===== src/rtl/cdd_pkg.sv =====
// cdd_pkg: shared types and constants for the CSV delimiter detector.
// No dependencies; compiled first.
package cdd_pkg;

    // parameter defaults
    localparam int DEF_MAX_CANDIDATES = 4;
    localparam int DEF_HIST_ENTRIES   = 16;
    localparam int DEF_COUNT_BITS     = 16;

    // fixed field widths
    localparam int CAND_REGS = 4;
    localparam int UNIT_W    = 16;
    localparam int TALLY_W   = 16;
    localparam int LINES_W   = 16;
    localparam int NCAND_W   = 3;
    localparam int CFG_IDX_W = 3;
    localparam int CFG_W     = 16;
    localparam int KIND_W    = 2;
    localparam int INDEX_W   = 2;

    localparam logic [TALLY_W-1:0] TALLY_MAX   = '1;
    localparam logic [UNIT_W-1:0]  CR_UNIT     = 16'd13;
    localparam logic [LINES_W-1:0] SAMPLE_RST  = 16'd20;
    localparam logic [NCAND_W-1:0] NCAND_RST   = 3'd4;

    // configuration register indexes
    localparam logic [CFG_IDX_W-1:0] REG_SAMPLE_LINES = 3'd0;
    localparam logic [CFG_IDX_W-1:0] REG_NUM_CAND     = 3'd1;
    localparam logic [CFG_IDX_W-1:0] REG_CAND_0       = 3'd2;

    typedef enum logic [KIND_W-1:0] {
        KIND_CHAR = 2'd0,
        KIND_EOL  = 2'd1,
        KIND_EOD  = 2'd2
    } kind_t;

    // control from the sequencer to the per-line counters
    typedef struct packed {
        logic              count_en;
        logic              clear;
        logic [UNIT_W-1:0] code_unit;
    } line_ctl_t;

    // reset value of candidate register k
    function automatic logic [UNIT_W-1:0] cand_reset(input int k);
        logic [UNIT_W-1:0] v;
        case (k)
            0:       v = 16'd44;
            1:       v = 16'd9;
            2:       v = 16'd59;
            3:       v = 16'd124;
            default: v = '0;
        endcase
        return v;
    endfunction

endpackage


===== src/rtl/cdd_if.sv =====
// cdd_if: request and result channel interfaces (valid/ready + payload).
// Depends on cdd_pkg.
interface cdd_item_if;
    logic                        valid;
    logic                        ready;
    logic [cdd_pkg::KIND_W-1:0]  kind;
    logic [cdd_pkg::UNIT_W-1:0]  code_unit;

    modport source (output valid, kind, code_unit, input ready);
    modport sink   (input valid, kind, code_unit, output ready);
endinterface

interface cdd_result_if;
    logic                         valid;
    logic                         ready;
    logic                         found;
    logic [cdd_pkg::INDEX_W-1:0]  candidate_index;
    logic [cdd_pkg::UNIT_W-1:0]   delimiter;
    logic [cdd_pkg::TALLY_W-1:0]  best_tally;
    logic                         histogram_overflow;

    modport source (output valid, found, candidate_index, delimiter, best_tally,
                    histogram_overflow, input ready);
    modport sink   (input valid, found, candidate_index, delimiter, best_tally,
                    histogram_overflow, output ready);
endinterface


===== src/rtl/csv_delimiter_detector_core.sv =====
// csv_delimiter_detector_core: top level; config registers, sequencer and
// shared compare/increment unit over the histogram RAM.
// Depends on cdd_pkg, cdd_if, cdd_ram, cdd_line_counter.

// A character request is taken in idle and the block stays ready for the
// next one. An end-of-line request inside the sample walks the active
// candidates one at a time: a candidate with a zero count is skipped,
// otherwise the histogram of that candidate is read one entry per cycle
// until the count matches or a new entry is appended (or the overflow flag
// is set when the histogram is full). A line end outside the sample only
// clears the line counts. An end of document scans every filled histogram
// entry of the active candidates once, one per cycle, then waits until the
// result register is free. The histogram RAM has a single read port.
// Histogram entries are allocated in order, so a fill count per candidate
// marks the live entries and no clearing pass is needed. Results sit in an
// output register; the block keeps taking characters and line ends while a
// result waits to be taken.
module csv_delimiter_detector_core #(
    parameter int MAX_CANDIDATES = cdd_pkg::DEF_MAX_CANDIDATES,
    parameter int HIST_ENTRIES   = cdd_pkg::DEF_HIST_ENTRIES,
    parameter int COUNT_BITS     = cdd_pkg::DEF_COUNT_BITS
) (
    input  logic                          clk,
    input  logic                          rst_n,
    input  logic                          cfg_we,
    input  logic [cdd_pkg::CFG_IDX_W-1:0] cfg_index,
    input  logic [cdd_pkg::CFG_W-1:0]     cfg_data,
    cdd_item_if.sink                      item,
    cdd_result_if.source                  result
);

    // lanes actually reachable through the candidate registers
    localparam int NL      = (MAX_CANDIDATES < cdd_pkg::CAND_REGS) ?
                             MAX_CANDIDATES : cdd_pkg::CAND_REGS;
    localparam int CIDX_W  = (NL > 1) ? $clog2(NL) : 1;
    localparam int CCW     = $clog2(NL + 1);
    localparam int EW      = (HIST_ENTRIES > 1) ? $clog2(HIST_ENTRIES) : 1;
    localparam int FW      = $clog2(HIST_ENTRIES + 1);
    localparam int AW      = CIDX_W + EW;
    localparam int RAM_W   = COUNT_BITS + cdd_pkg::TALLY_W;
    localparam int TW      = cdd_pkg::TALLY_W;
    localparam int LW      = cdd_pkg::LINES_W;

    typedef enum logic [6:0] {
        ST_IDLE      = 7'b0000001,
        ST_REC_NEXT  = 7'b0000010,
        ST_REC_CMP   = 7'b0000100,
        ST_REC_ALLOC = 7'b0001000,
        ST_SCAN_NEXT = 7'b0010000,
        ST_SCAN_CMP  = 7'b0100000,
        ST_FINISH    = 7'b1000000
    } state_t;

    // configuration
    logic [LW-1:0]                    sample_reg;
    logic [cdd_pkg::NCAND_W-1:0]      ncand_reg;
    logic [cdd_pkg::UNIT_W-1:0]       cand_reg [NL];
    logic [CCW-1:0]                   n_active;

    // sequencer and document state
    state_t          state_reg, state_next;
    logic [CCW-1:0]  c_reg, c_next;
    logic [EW-1:0]   e_reg, e_next;
    logic [FW-1:0]   fill_reg [NL];
    logic [FW-1:0]   fill_next [NL];
    logic [LW-1:0]   lines_reg, lines_next;
    logic            ovf_reg, ovf_next;
    logic [TW-1:0]   best_reg, best_next;
    logic [CIDX_W-1:0] win_reg, win_next;

    // result register
    logic                          out_valid_reg, out_valid_next;
    logic                          out_found_reg, out_found_next;
    logic [cdd_pkg::INDEX_W-1:0]   out_index_reg, out_index_next;
    logic [cdd_pkg::UNIT_W-1:0]    out_delim_reg, out_delim_next;
    logic [TW-1:0]                 out_tally_reg, out_tally_next;
    logic                          out_ovf_reg, out_ovf_next;

    // datapath
    cdd_pkg::line_ctl_t line_ctl;
    logic [COUNT_BITS-1:0] line_count [NL];
    logic                  ram_we;
    logic [AW-1:0]         ram_waddr, ram_raddr;
    logic [RAM_W-1:0]      ram_wdata, ram_rdata;
    logic [COUNT_BITS-1:0] rd_count;
    logic [TW-1:0]         rd_tally;
    logic [CIDX_W-1:0]     c_idx;
    logic [COUNT_BITS-1:0] cur_count;
    logic [FW-1:0]         cur_fill;
    logic [FW-1:0]         e_inc;
    logic                  in_sample;
    logic                  found;

    // ------------------------------------------------------------------
    // configuration registers; writes beyond the list are dropped
    // ------------------------------------------------------------------
    always_ff @(posedge clk or negedge rst_n)
    begin
        if (!rst_n)
        begin
            sample_reg <= cdd_pkg::SAMPLE_RST;
            ncand_reg  <= cdd_pkg::NCAND_RST;
            for (int k = 0; k < NL; k++)
            begin
                cand_reg[k] <= cdd_pkg::cand_reset(k);
            end
        end
        else if (cfg_we)
        begin
            if (cfg_index == cdd_pkg::REG_SAMPLE_LINES)
            begin
                sample_reg <= cfg_data;
            end
            if (cfg_index == cdd_pkg::REG_NUM_CAND)
            begin
                ncand_reg <= cfg_data[cdd_pkg::NCAND_W-1:0];
            end
            for (int k = 0; k < NL; k++)
            begin
                if (cfg_index == cdd_pkg::REG_CAND_0 + cdd_pkg::CFG_IDX_W'(k))
                begin
                    cand_reg[k] <= cfg_data;
                end
            end
        end
    end

    // active candidates saturate at the lane count
    assign n_active = (ncand_reg > cdd_pkg::NCAND_W'(NL)) ? CCW'(NL) : CCW'(ncand_reg);

    // ------------------------------------------------------------------
    // per-line counters and histogram store
    // ------------------------------------------------------------------
    cdd_line_counter #(
        .NL (NL),
        .CW (COUNT_BITS)
    ) u_line_counter (
        .clk   (clk),
        .rst_n (rst_n),
        .ctl   (line_ctl),
        .cand  (cand_reg),
        .count (line_count)
    );

    // entry {candidate, slot} holds {count, tally}
    cdd_ram #(
        .WIDTH (RAM_W),
        .DEPTH (1 << AW)
    ) u_hist_ram (
        .clk   (clk),
        .we    (ram_we),
        .waddr (ram_waddr),
        .wdata (ram_wdata),
        .raddr (ram_raddr),
        .rdata (ram_rdata)
    );

    assign rd_count  = ram_rdata[RAM_W-1:TW];
    assign rd_tally  = ram_rdata[TW-1:0];
    assign c_idx     = c_reg[CIDX_W-1:0];
    assign cur_count = line_count[c_idx];
    assign cur_fill  = fill_reg[c_idx];
    assign e_inc     = FW'(e_reg) + 1'b1;
    assign in_sample = (lines_reg < sample_reg);

    // consistency test: twice the best tally must reach the line count
    assign found = (best_reg != '0) && (lines_reg != '0) &&
                   ({best_reg, 1'b0} >= {1'b0, lines_reg});

    assign item.ready = (state_reg == ST_IDLE);

    // ------------------------------------------------------------------
    // sequencer
    // ------------------------------------------------------------------
    always_comb
    begin
        state_next     = state_reg;
        c_next         = c_reg;
        e_next         = e_reg;
        fill_next      = fill_reg;
        lines_next     = lines_reg;
        ovf_next       = ovf_reg;
        best_next      = best_reg;
        win_next       = win_reg;
        out_valid_next = out_valid_reg && !result.ready;
        out_found_next = out_found_reg;
        out_index_next = out_index_reg;
        out_delim_next = out_delim_reg;
        out_tally_next = out_tally_reg;
        out_ovf_next   = out_ovf_reg;
        line_ctl.count_en  = 1'b0;
        line_ctl.clear     = 1'b0;
        line_ctl.code_unit = item.code_unit;
        ram_we    = 1'b0;
        ram_waddr = {c_idx, e_reg};
        ram_wdata = {cur_count, TW'(1)};
        ram_raddr = {c_idx, EW'(0)};

        unique case (state_reg)
            ST_IDLE:
            begin
                if (item.valid)
                begin
                    case (item.kind)
                        cdd_pkg::KIND_CHAR:
                        begin
                            line_ctl.count_en = in_sample;
                        end
                        cdd_pkg::KIND_EOL:
                        begin
                            if (in_sample)
                            begin
                                c_next     = '0;
                                state_next = ST_REC_NEXT;
                            end
                            else
                            begin
                                line_ctl.clear = 1'b1;
                            end
                        end
                        cdd_pkg::KIND_EOD:
                        begin
                            c_next     = '0;
                            best_next  = '0;
                            win_next   = '0;
                            state_next = ST_SCAN_NEXT;
                        end
                        default:
                        begin
                            // unused kind code: dropped
                        end
                    endcase
                end
            end

            ST_REC_NEXT:
            begin
                if (c_reg >= n_active)
                begin
                    lines_next     = lines_reg + 1'b1;
                    line_ctl.clear = 1'b1;
                    state_next     = ST_IDLE;
                end
                else if (cur_count == '0)
                begin
                    c_next = c_reg + 1'b1;
                end
                else if (cur_fill == '0)
                begin
                    state_next = ST_REC_ALLOC;
                end
                else
                begin
                    e_next     = '0;
                    state_next = ST_REC_CMP;
                end
            end

            ST_REC_CMP:
            begin
                if (rd_count == cur_count)
                begin
                    ram_we     = 1'b1;
                    ram_wdata  = {rd_count,
                                  (rd_tally == cdd_pkg::TALLY_MAX) ? rd_tally
                                                                   : rd_tally + 1'b1};
                    c_next     = c_reg + 1'b1;
                    state_next = ST_REC_NEXT;
                end
                else if (e_inc < cur_fill)
                begin
                    ram_raddr = {c_idx, e_inc[EW-1:0]};
                    e_next    = e_inc[EW-1:0];
                end
                else
                begin
                    state_next = ST_REC_ALLOC;
                end
            end

            ST_REC_ALLOC:
            begin
                if (cur_fill < FW'(HIST_ENTRIES))
                begin
                    ram_we            = 1'b1;
                    ram_waddr         = {c_idx, cur_fill[EW-1:0]};
                    fill_next[c_idx]  = cur_fill + 1'b1;
                end
                else
                begin
                    ovf_next = 1'b1;
                end
                c_next     = c_reg + 1'b1;
                state_next = ST_REC_NEXT;
            end

            ST_SCAN_NEXT:
            begin
                if (c_reg >= n_active)
                begin
                    state_next = ST_FINISH;
                end
                else if (cur_fill == '0)
                begin
                    c_next = c_reg + 1'b1;
                end
                else
                begin
                    e_next     = '0;
                    state_next = ST_SCAN_CMP;
                end
            end

            ST_SCAN_CMP:
            begin
                // strict compare: earlier candidate keeps a tie
                if (rd_tally > best_reg)
                begin
                    best_next = rd_tally;
                    win_next  = c_idx;
                end
                if (e_inc < cur_fill)
                begin
                    ram_raddr = {c_idx, e_inc[EW-1:0]};
                    e_next    = e_inc[EW-1:0];
                end
                else
                begin
                    c_next     = c_reg + 1'b1;
                    state_next = ST_SCAN_NEXT;
                end
            end

            ST_FINISH:
            begin
                if (!out_valid_reg || result.ready)
                begin
                    out_valid_next = 1'b1;
                    out_found_next = found;
                    out_index_next = found ? cdd_pkg::INDEX_W'(win_reg) : '0;
                    out_delim_next = found ? cand_reg[win_reg] : '0;
                    out_tally_next = best_reg;
                    out_ovf_next   = ovf_reg;
                    // document state clears behind the result
                    for (int k = 0; k < NL; k++)
                    begin
                        fill_next[k] = '0;
                    end
                    lines_next     = '0;
                    ovf_next       = 1'b0;
                    line_ctl.clear = 1'b1;
                    state_next     = ST_IDLE;
                end
            end

            default:
            begin
                state_next = ST_IDLE;
            end
        endcase
    end

    always_ff @(posedge clk or negedge rst_n)
    begin
        if (!rst_n)
        begin
            state_reg     <= ST_IDLE;
            c_reg         <= '0;
            e_reg         <= '0;
            lines_reg     <= '0;
            ovf_reg       <= 1'b0;
            out_valid_reg <= 1'b0;
            for (int k = 0; k < NL; k++)
            begin
                fill_reg[k] <= '0;
            end
        end
        else
        begin
            state_reg     <= state_next;
            c_reg         <= c_next;
            e_reg         <= e_next;
            lines_reg     <= lines_next;
            ovf_reg       <= ovf_next;
            out_valid_reg <= out_valid_next;
            fill_reg      <= fill_next;
        end
    end

    // payload registers
    always_ff @(posedge clk)
    begin
        best_reg      <= best_next;
        win_reg       <= win_next;
        out_found_reg <= out_found_next;
        out_index_reg <= out_index_next;
        out_delim_reg <= out_delim_next;
        out_tally_reg <= out_tally_next;
        out_ovf_reg   <= out_ovf_next;
    end

    assign result.valid              = out_valid_reg;
    assign result.found              = out_found_reg;
    assign result.candidate_index    = out_index_reg;
    assign result.delimiter          = out_delim_reg;
    assign result.best_tally         = out_tally_reg;
    assign result.histogram_overflow = out_ovf_reg;

endmodule


===== src/rtl/cdd_ram.sv =====
// cdd_ram: generic single-write, single-read RAM with registered read data.
// No dependencies.
module cdd_ram #(
    parameter int WIDTH = 32,
    parameter int DEPTH = 64
) (
    input  logic                     clk,
    input  logic                     we,
    input  logic [$clog2(DEPTH)-1:0] waddr,
    input  logic [WIDTH-1:0]         wdata,
    input  logic [$clog2(DEPTH)-1:0] raddr,
    output logic [WIDTH-1:0]         rdata
);

    logic [WIDTH-1:0] mem [DEPTH];
    logic [WIDTH-1:0] rdata_reg;

    always_ff @(posedge clk)
    begin
        if (we)
        begin
            mem[waddr] <= wdata;
        end
        rdata_reg <= mem[raddr];
    end

    assign rdata = rdata_reg;

endmodule


===== src/rtl/cdd_line_counter.sv =====
// cdd_line_counter: per-candidate occurrence counters for the current line,
// with carriage-return hold. Depends on cdd_pkg.
module cdd_line_counter #(
    parameter int NL = 4,
    parameter int CW = 16
) (
    input  logic                       clk,
    input  logic                       rst_n,
    input  cdd_pkg::line_ctl_t         ctl,
    input  logic [cdd_pkg::UNIT_W-1:0] cand [NL],
    output logic [CW-1:0]              count [NL]
);

    logic [CW-1:0] count_reg [NL];
    logic          pending_reg;

    always_ff @(posedge clk or negedge rst_n)
    begin
        if (!rst_n)
        begin
            pending_reg <= 1'b0;
            for (int k = 0; k < NL; k++)
            begin
                count_reg[k] <= '0;
            end
        end
        else if (ctl.clear)
        begin
            pending_reg <= 1'b0;
            for (int k = 0; k < NL; k++)
            begin
                count_reg[k] <= '0;
            end
        end
        else if (ctl.count_en)
        begin
            // held CR counts now; a new CR is held in turn
            pending_reg <= (ctl.code_unit == cdd_pkg::CR_UNIT);
            for (int k = 0; k < NL; k++)
            begin
                if (((pending_reg && cand[k] == cdd_pkg::CR_UNIT) ||
                     (ctl.code_unit != cdd_pkg::CR_UNIT && cand[k] == ctl.code_unit)) &&
                    count_reg[k] != '1)
                begin
                    count_reg[k] <= count_reg[k] + 1'b1;
                end
            end
        end
    end

    assign count = count_reg;

endmodule


===== src/flat_wrapper.sv =====
// flat-port wrapper written by rule: the top's interface ports become plain ports
module csv_delimiter_detector_core_flat 
#(
    parameter int MAX_CANDIDATES = cdd_pkg::DEF_MAX_CANDIDATES,
    parameter int HIST_ENTRIES   = cdd_pkg::DEF_HIST_ENTRIES,
    parameter int COUNT_BITS     = cdd_pkg::DEF_COUNT_BITS
)
  (clk, rst_n, cfg_we, cfg_index, cfg_data, item_valid, item_kind, item_code_unit, item_ready, result_valid, result_found, result_candidate_index, result_delimiter, result_best_tally, result_histogram_overflow, result_ready);
  cdd_item_if item_i ();
  cdd_result_if result_i ();
  input  logic clk;
  input  logic rst_n;
  input  logic cfg_we;
  input  logic [cdd_pkg::CFG_IDX_W-1:0] cfg_index;
  input  logic [cdd_pkg::CFG_W-1:0] cfg_data;
  input wire logic [$bits(item_i.valid)-1:0] item_valid;
  input wire logic [$bits(item_i.kind)-1:0] item_kind;
  input wire logic [$bits(item_i.code_unit)-1:0] item_code_unit;
  output wire logic [$bits(item_i.ready)-1:0] item_ready;
  output wire logic [$bits(result_i.valid)-1:0] result_valid;
  output wire logic [$bits(result_i.found)-1:0] result_found;
  output wire logic [$bits(result_i.candidate_index)-1:0] result_candidate_index;
  output wire logic [$bits(result_i.delimiter)-1:0] result_delimiter;
  output wire logic [$bits(result_i.best_tally)-1:0] result_best_tally;
  output wire logic [$bits(result_i.histogram_overflow)-1:0] result_histogram_overflow;
  input wire logic [$bits(result_i.ready)-1:0] result_ready;
  assign item_i.valid = item_valid;
  assign item_i.kind = item_kind;
  assign item_i.code_unit = item_code_unit;
  assign item_ready = item_i.ready;
  assign result_valid = result_i.valid;
  assign result_found = result_i.found;
  assign result_candidate_index = result_i.candidate_index;
  assign result_delimiter = result_i.delimiter;
  assign result_best_tally = result_i.best_tally;
  assign result_histogram_overflow = result_i.histogram_overflow;
  assign result_i.ready = result_ready;
  csv_delimiter_detector_core #(.MAX_CANDIDATES(MAX_CANDIDATES), .HIST_ENTRIES(HIST_ENTRIES), .COUNT_BITS(COUNT_BITS)) u_core (.clk(clk), .rst_n(rst_n), .cfg_we(cfg_we), .cfg_index(cfg_index), .cfg_data(cfg_data), .item(item_i), .result(result_i));
endmodule

===== config.mk =====
export PLATFORM = sky130hd
export DESIGN_NAME = csv_delimiter_detector_core_flat
export DESIGN_NICKNAME = d
export VERILOG_FILES = /design/src/rtl/cdd_pkg.sv /design/src/rtl/cdd_if.sv /design/src/rtl/csv_delimiter_detector_core.sv /design/src/rtl/cdd_ram.sv /design/src/rtl/cdd_line_counter.sv /design/src/flat_wrapper.sv
export SDC_FILE = /design/constraint.sdc
export NUM_CORES = 2
export LEC_CHECK = 0
export BUFFER_PORTS_ARGS = -buffer_cell sky130_fd_sc_hd__buf_4
export CAP_MARGIN = 20
export CORE_ASPECT_RATIO = 1.75
export CORE_MARGIN = 2
export CORE_UTILIZATION = 35
export CTS_CLUSTER_SIZE = 40
export DETAILED_ROUTE_END_ITERATION = 10
export HOLD_SLACK_MARGIN = 0.05
export SYNTH_ARGS = -nofsm -noshare
export SYNTH_HDL_FRONTEND = slang
export SYNTH_HIERARCHICAL = 1
export SYNTH_SLANG_ARGS = --single-unit

===== constraint.sdc =====
create_clock -name clk -period 7.1 [get_ports clk]
set_input_delay 1.065 -clock clk [delete_from_list [all_inputs] [get_ports clk]]
set_output_delay 1.065 -clock clk [all_outputs]
set_load 0.02 [all_outputs]

==> flow_summary_export.csv <==
group,metric,value,unit
outcome,outcome,"completed",
power,power_frac_seq,0.516,
power,swShare,0.248,
clock_network,cts-root-buf,"clkbuf_16",
cells_and_area,layout.nets,5345,
global_route,grt_pass1_wl,390000,um
sta,period_share,0.904,
critical_path,worstSetupPathType,"register to register",
yosys,avgSynthCellArea,19.1,um^2
critical_path,required,7760,ps
power,powerDensity,279,mW/mm^2
global_route,grt_pass1_vias,51300,
flow_run,drv_cap,0,
critical_path,crit_chain,"mux4_2 > inv_1 > ha_1 > a21o_1 > a21o_1 > a211oi_1 > o21ai_4 > nor2_4 > buf_12 > buf_4 > mux4_2 > a22o_1 > a221oi_1 > a221oi_1",
power,intPower,22.5,mW
power,power.switching,7.43,mW
critical_path,cpPeakStageDelay,850,ps
critical_path,worstPathArrival,7080,ps
clock_network,cts_tree,"built",
sta,fmax,156,MHz
critical_path,cp_max_fo,27,
placement,gp_congestion,0.900,
global_route,grt_antenna_before_repair,20,
die,start_util,0.352,
yosys,synth_most_common_cell,"edfxtp_1",
die,die-height,690,um
critical_path,cpMaxStageDelayCell,"nor2_4",
critical_path,path_buf_inv,3,
cells_and_area,areaGrowthSynthToFinish,14.1,%
yosys,syn_area,0.0941,mm^2
global_route,grt_overflow,0,
die,ios,80,
sta,setup_tns,0,ps
clock_network,holdBufCountCts,0,
clock_network,cts_buffer_depth,4,
detailed_routing,drt_iter0_markers,5107,
detailed_routing,route.detailed.drc,0,
yosys,yosysWarnings,6,
detailed_routing,num_vias,50200,
yosys,syn_nets,5045,
sta,skew,60.3,ps
min_path,hold_path_class,"primary input to async pin",
detailed_routing,viasPerCell,5.60,
clock_network,htree_levels,4,
detailed_routing,drtAntennaViolNets,0,
yosys,ys_types,87,
placement,dp_hpwl,180000,um
sta,fin_crit,6420,ps
clock_network,cts_sinks,2334,
critical_path,path_delay_family,"compound AO/OA/AOI/OAI gates",
yosys,synth_edf_count,2102,
detailed_routing,wl_per_cell,31.0,um
power,clkPwrFrac,0.369,
yosys,synth_area_leaders,"edfxtp_1, mux4_2, dfrtp_1",
yosys,synth-seq-cells,2334,
clock_network,cts_resized,0,
cells_and_area,fillCellCount,23600,
yosys,yosys.area.top_type_share,0.670,
cells_and_area,drive_gt1_frac,0.261,
sta,setup-violations-final,0,
yosys,synthArstFlopShare,0.0857,
die,row_count,251,
power,peakVddDrop,0.000177,V
sta,worstMarginPinSlew,1370,ps
clock_network,clk_latency,870,ps
sta,hold_viol,0,
yosys,synth_common_cells,"edfxtp_1, mux4_2, nor2_1",
cells_and_area,stdcell_count,8965,
cells_and_area,largest_register_ffs,2048,
cells_and_area,seqCellArea,0.0688,mm^2
global_route,grt_max_degree,157,
die,coreArea,0.267,mm^2
clock_network,post_cts_buffers,0,
yosys,yosysSeqAreaShare,0.731,
critical_path,worstSetupEndpointType,"register",
placement,placed_cells,8572,
sta,relSlewSlack,0.0877,
power,power_frac_comb,0.115,
cells_and_area,multi_input_area,0.0244,mm^2
global_route,grt_usage,0.200,
yosys,synth_cells,4936,
placement,port_buffers,79,
clock_network,cts_made_buffers,200,
power,power_leakage,35.4,nW
detailed_routing,wl,278000,um
die,die_area,0.273,mm^2
die,die_w,396,um
yosys,post-synth-top-area-cell,"edfxtp_1",
yosys,synthFlopType,"edfxtp_1",
critical_path,critical_path.startpoint_type,"register",
clock_network,clk_pin_slew,70,ps
detailed_routing,drt_first_pass_iters,6,
sta,rsz0062_at_grt,"false",
sta,finalMaxSlewViolations,0,
[metal layers]
metal | up-vias | share of wire | track usage
met5 | - | 0 | 0
met4 | 0 | 0.075 | 0.130
met3 | 594 | 0.050 | 0.0189
met2 | 1987 | 0.54 | 0.374
met1 | 26900 | 0.33 | 0.212
li1 | 20700 | - | -
[layout by cell type, fill, tap and decap left out, types with 85 or more instances in the layout]
| cell | n |
|---|---|
| a21oi_1 | 85 |
| dfrtp_1 | 179 |
| mux4_2 | 485 |
| mux2i_1 | 175 |
| edfxtp_1 | 2102 |
| clkbuf_16 | 206 |
| nand2_1 | 127 |
| a22oi_1 | 123 |
| mux2_2 | 115 |
| buf_4 | 326 |
| nor2_1 | 112 |
| nand3_1 | 102 |
| o21ai_0 | 92 |
[cells by family (layout without fill, tap and decap cells)]
group	count (synthesis)	after routing	synth area share
buf+inv	341	795	0.0190
flops	2334	2334	0.731
mux	778	778	0.149
compound gates	524	524	0.0381
fa+ha+maj	67	67	0.00890
other cells	0	33	0
simple gates	775	775	0.0433
xor+xnor	117	117	0.0112
[through the flow]
stage               instance area [um^2]  hold WS [ps]  setup slack (ps)   util  total power [mW]
floorplan                          94100           425              1260      -              17.7
global placement                  101000           468               171  0.377              19.1
detailed placement                101000           472               682  0.377              19.2
CTS                               107000          99.4               648  0.401              30.1
global route                      107000           148               361  0.402              30.8
finish                            107000           151               682  0.402              29.9
[layout make-up]
type	count	share of cell area
Clock inverter	99	0.00918
Multi-Input combinational cell	2261	0.227
Timing Repair Buffer	357	0.0282
Clock buffer	257	0.0506
Sequential cell	2334	0.640
Inverter	82	0.00286
Antenna cell	33	0.000769
Tap cell	3542	0.0412
[worst paths after layout]
check                                                   endpoint            start  depth (start not counted)  slack, ps
worst max-delay path                 u_core/u_hist_ram/rdata[30]  u_core/c_reg[0]                         14        680
worst min-delay path                         u_core/cand_reg[12]            rst_n                          1        150
worst max register to register       u_core/u_hist_ram/rdata[30]  u_core/c_reg[0]                         14        680
worst min register to register  u_core/result.histogram_overflow   u_core/ovf_reg                          0        480
max in group asynchronous                        u_core/c_reg[0]            rst_n                          2       5650
min in group clk                           u_core/sample_reg[11]     cfg_data[11]                          3        480
[power by group through the flow]
stage / Sequential, mW / Combinational [mW] / Clock (mW)
global route: 15.5 / 3.65 / 11.7
finish: 15.4 / 3.44 / 11.1
floorplan: 15.5 / 2.15 / 0
CTS: 15.4 / 3.45 / 11.3
global placement: 15.7 / 3.40 / 0
detailed placement: 15.7 / 3.44 / 0
Note: power is estimated with default switching activity, not from simulation.
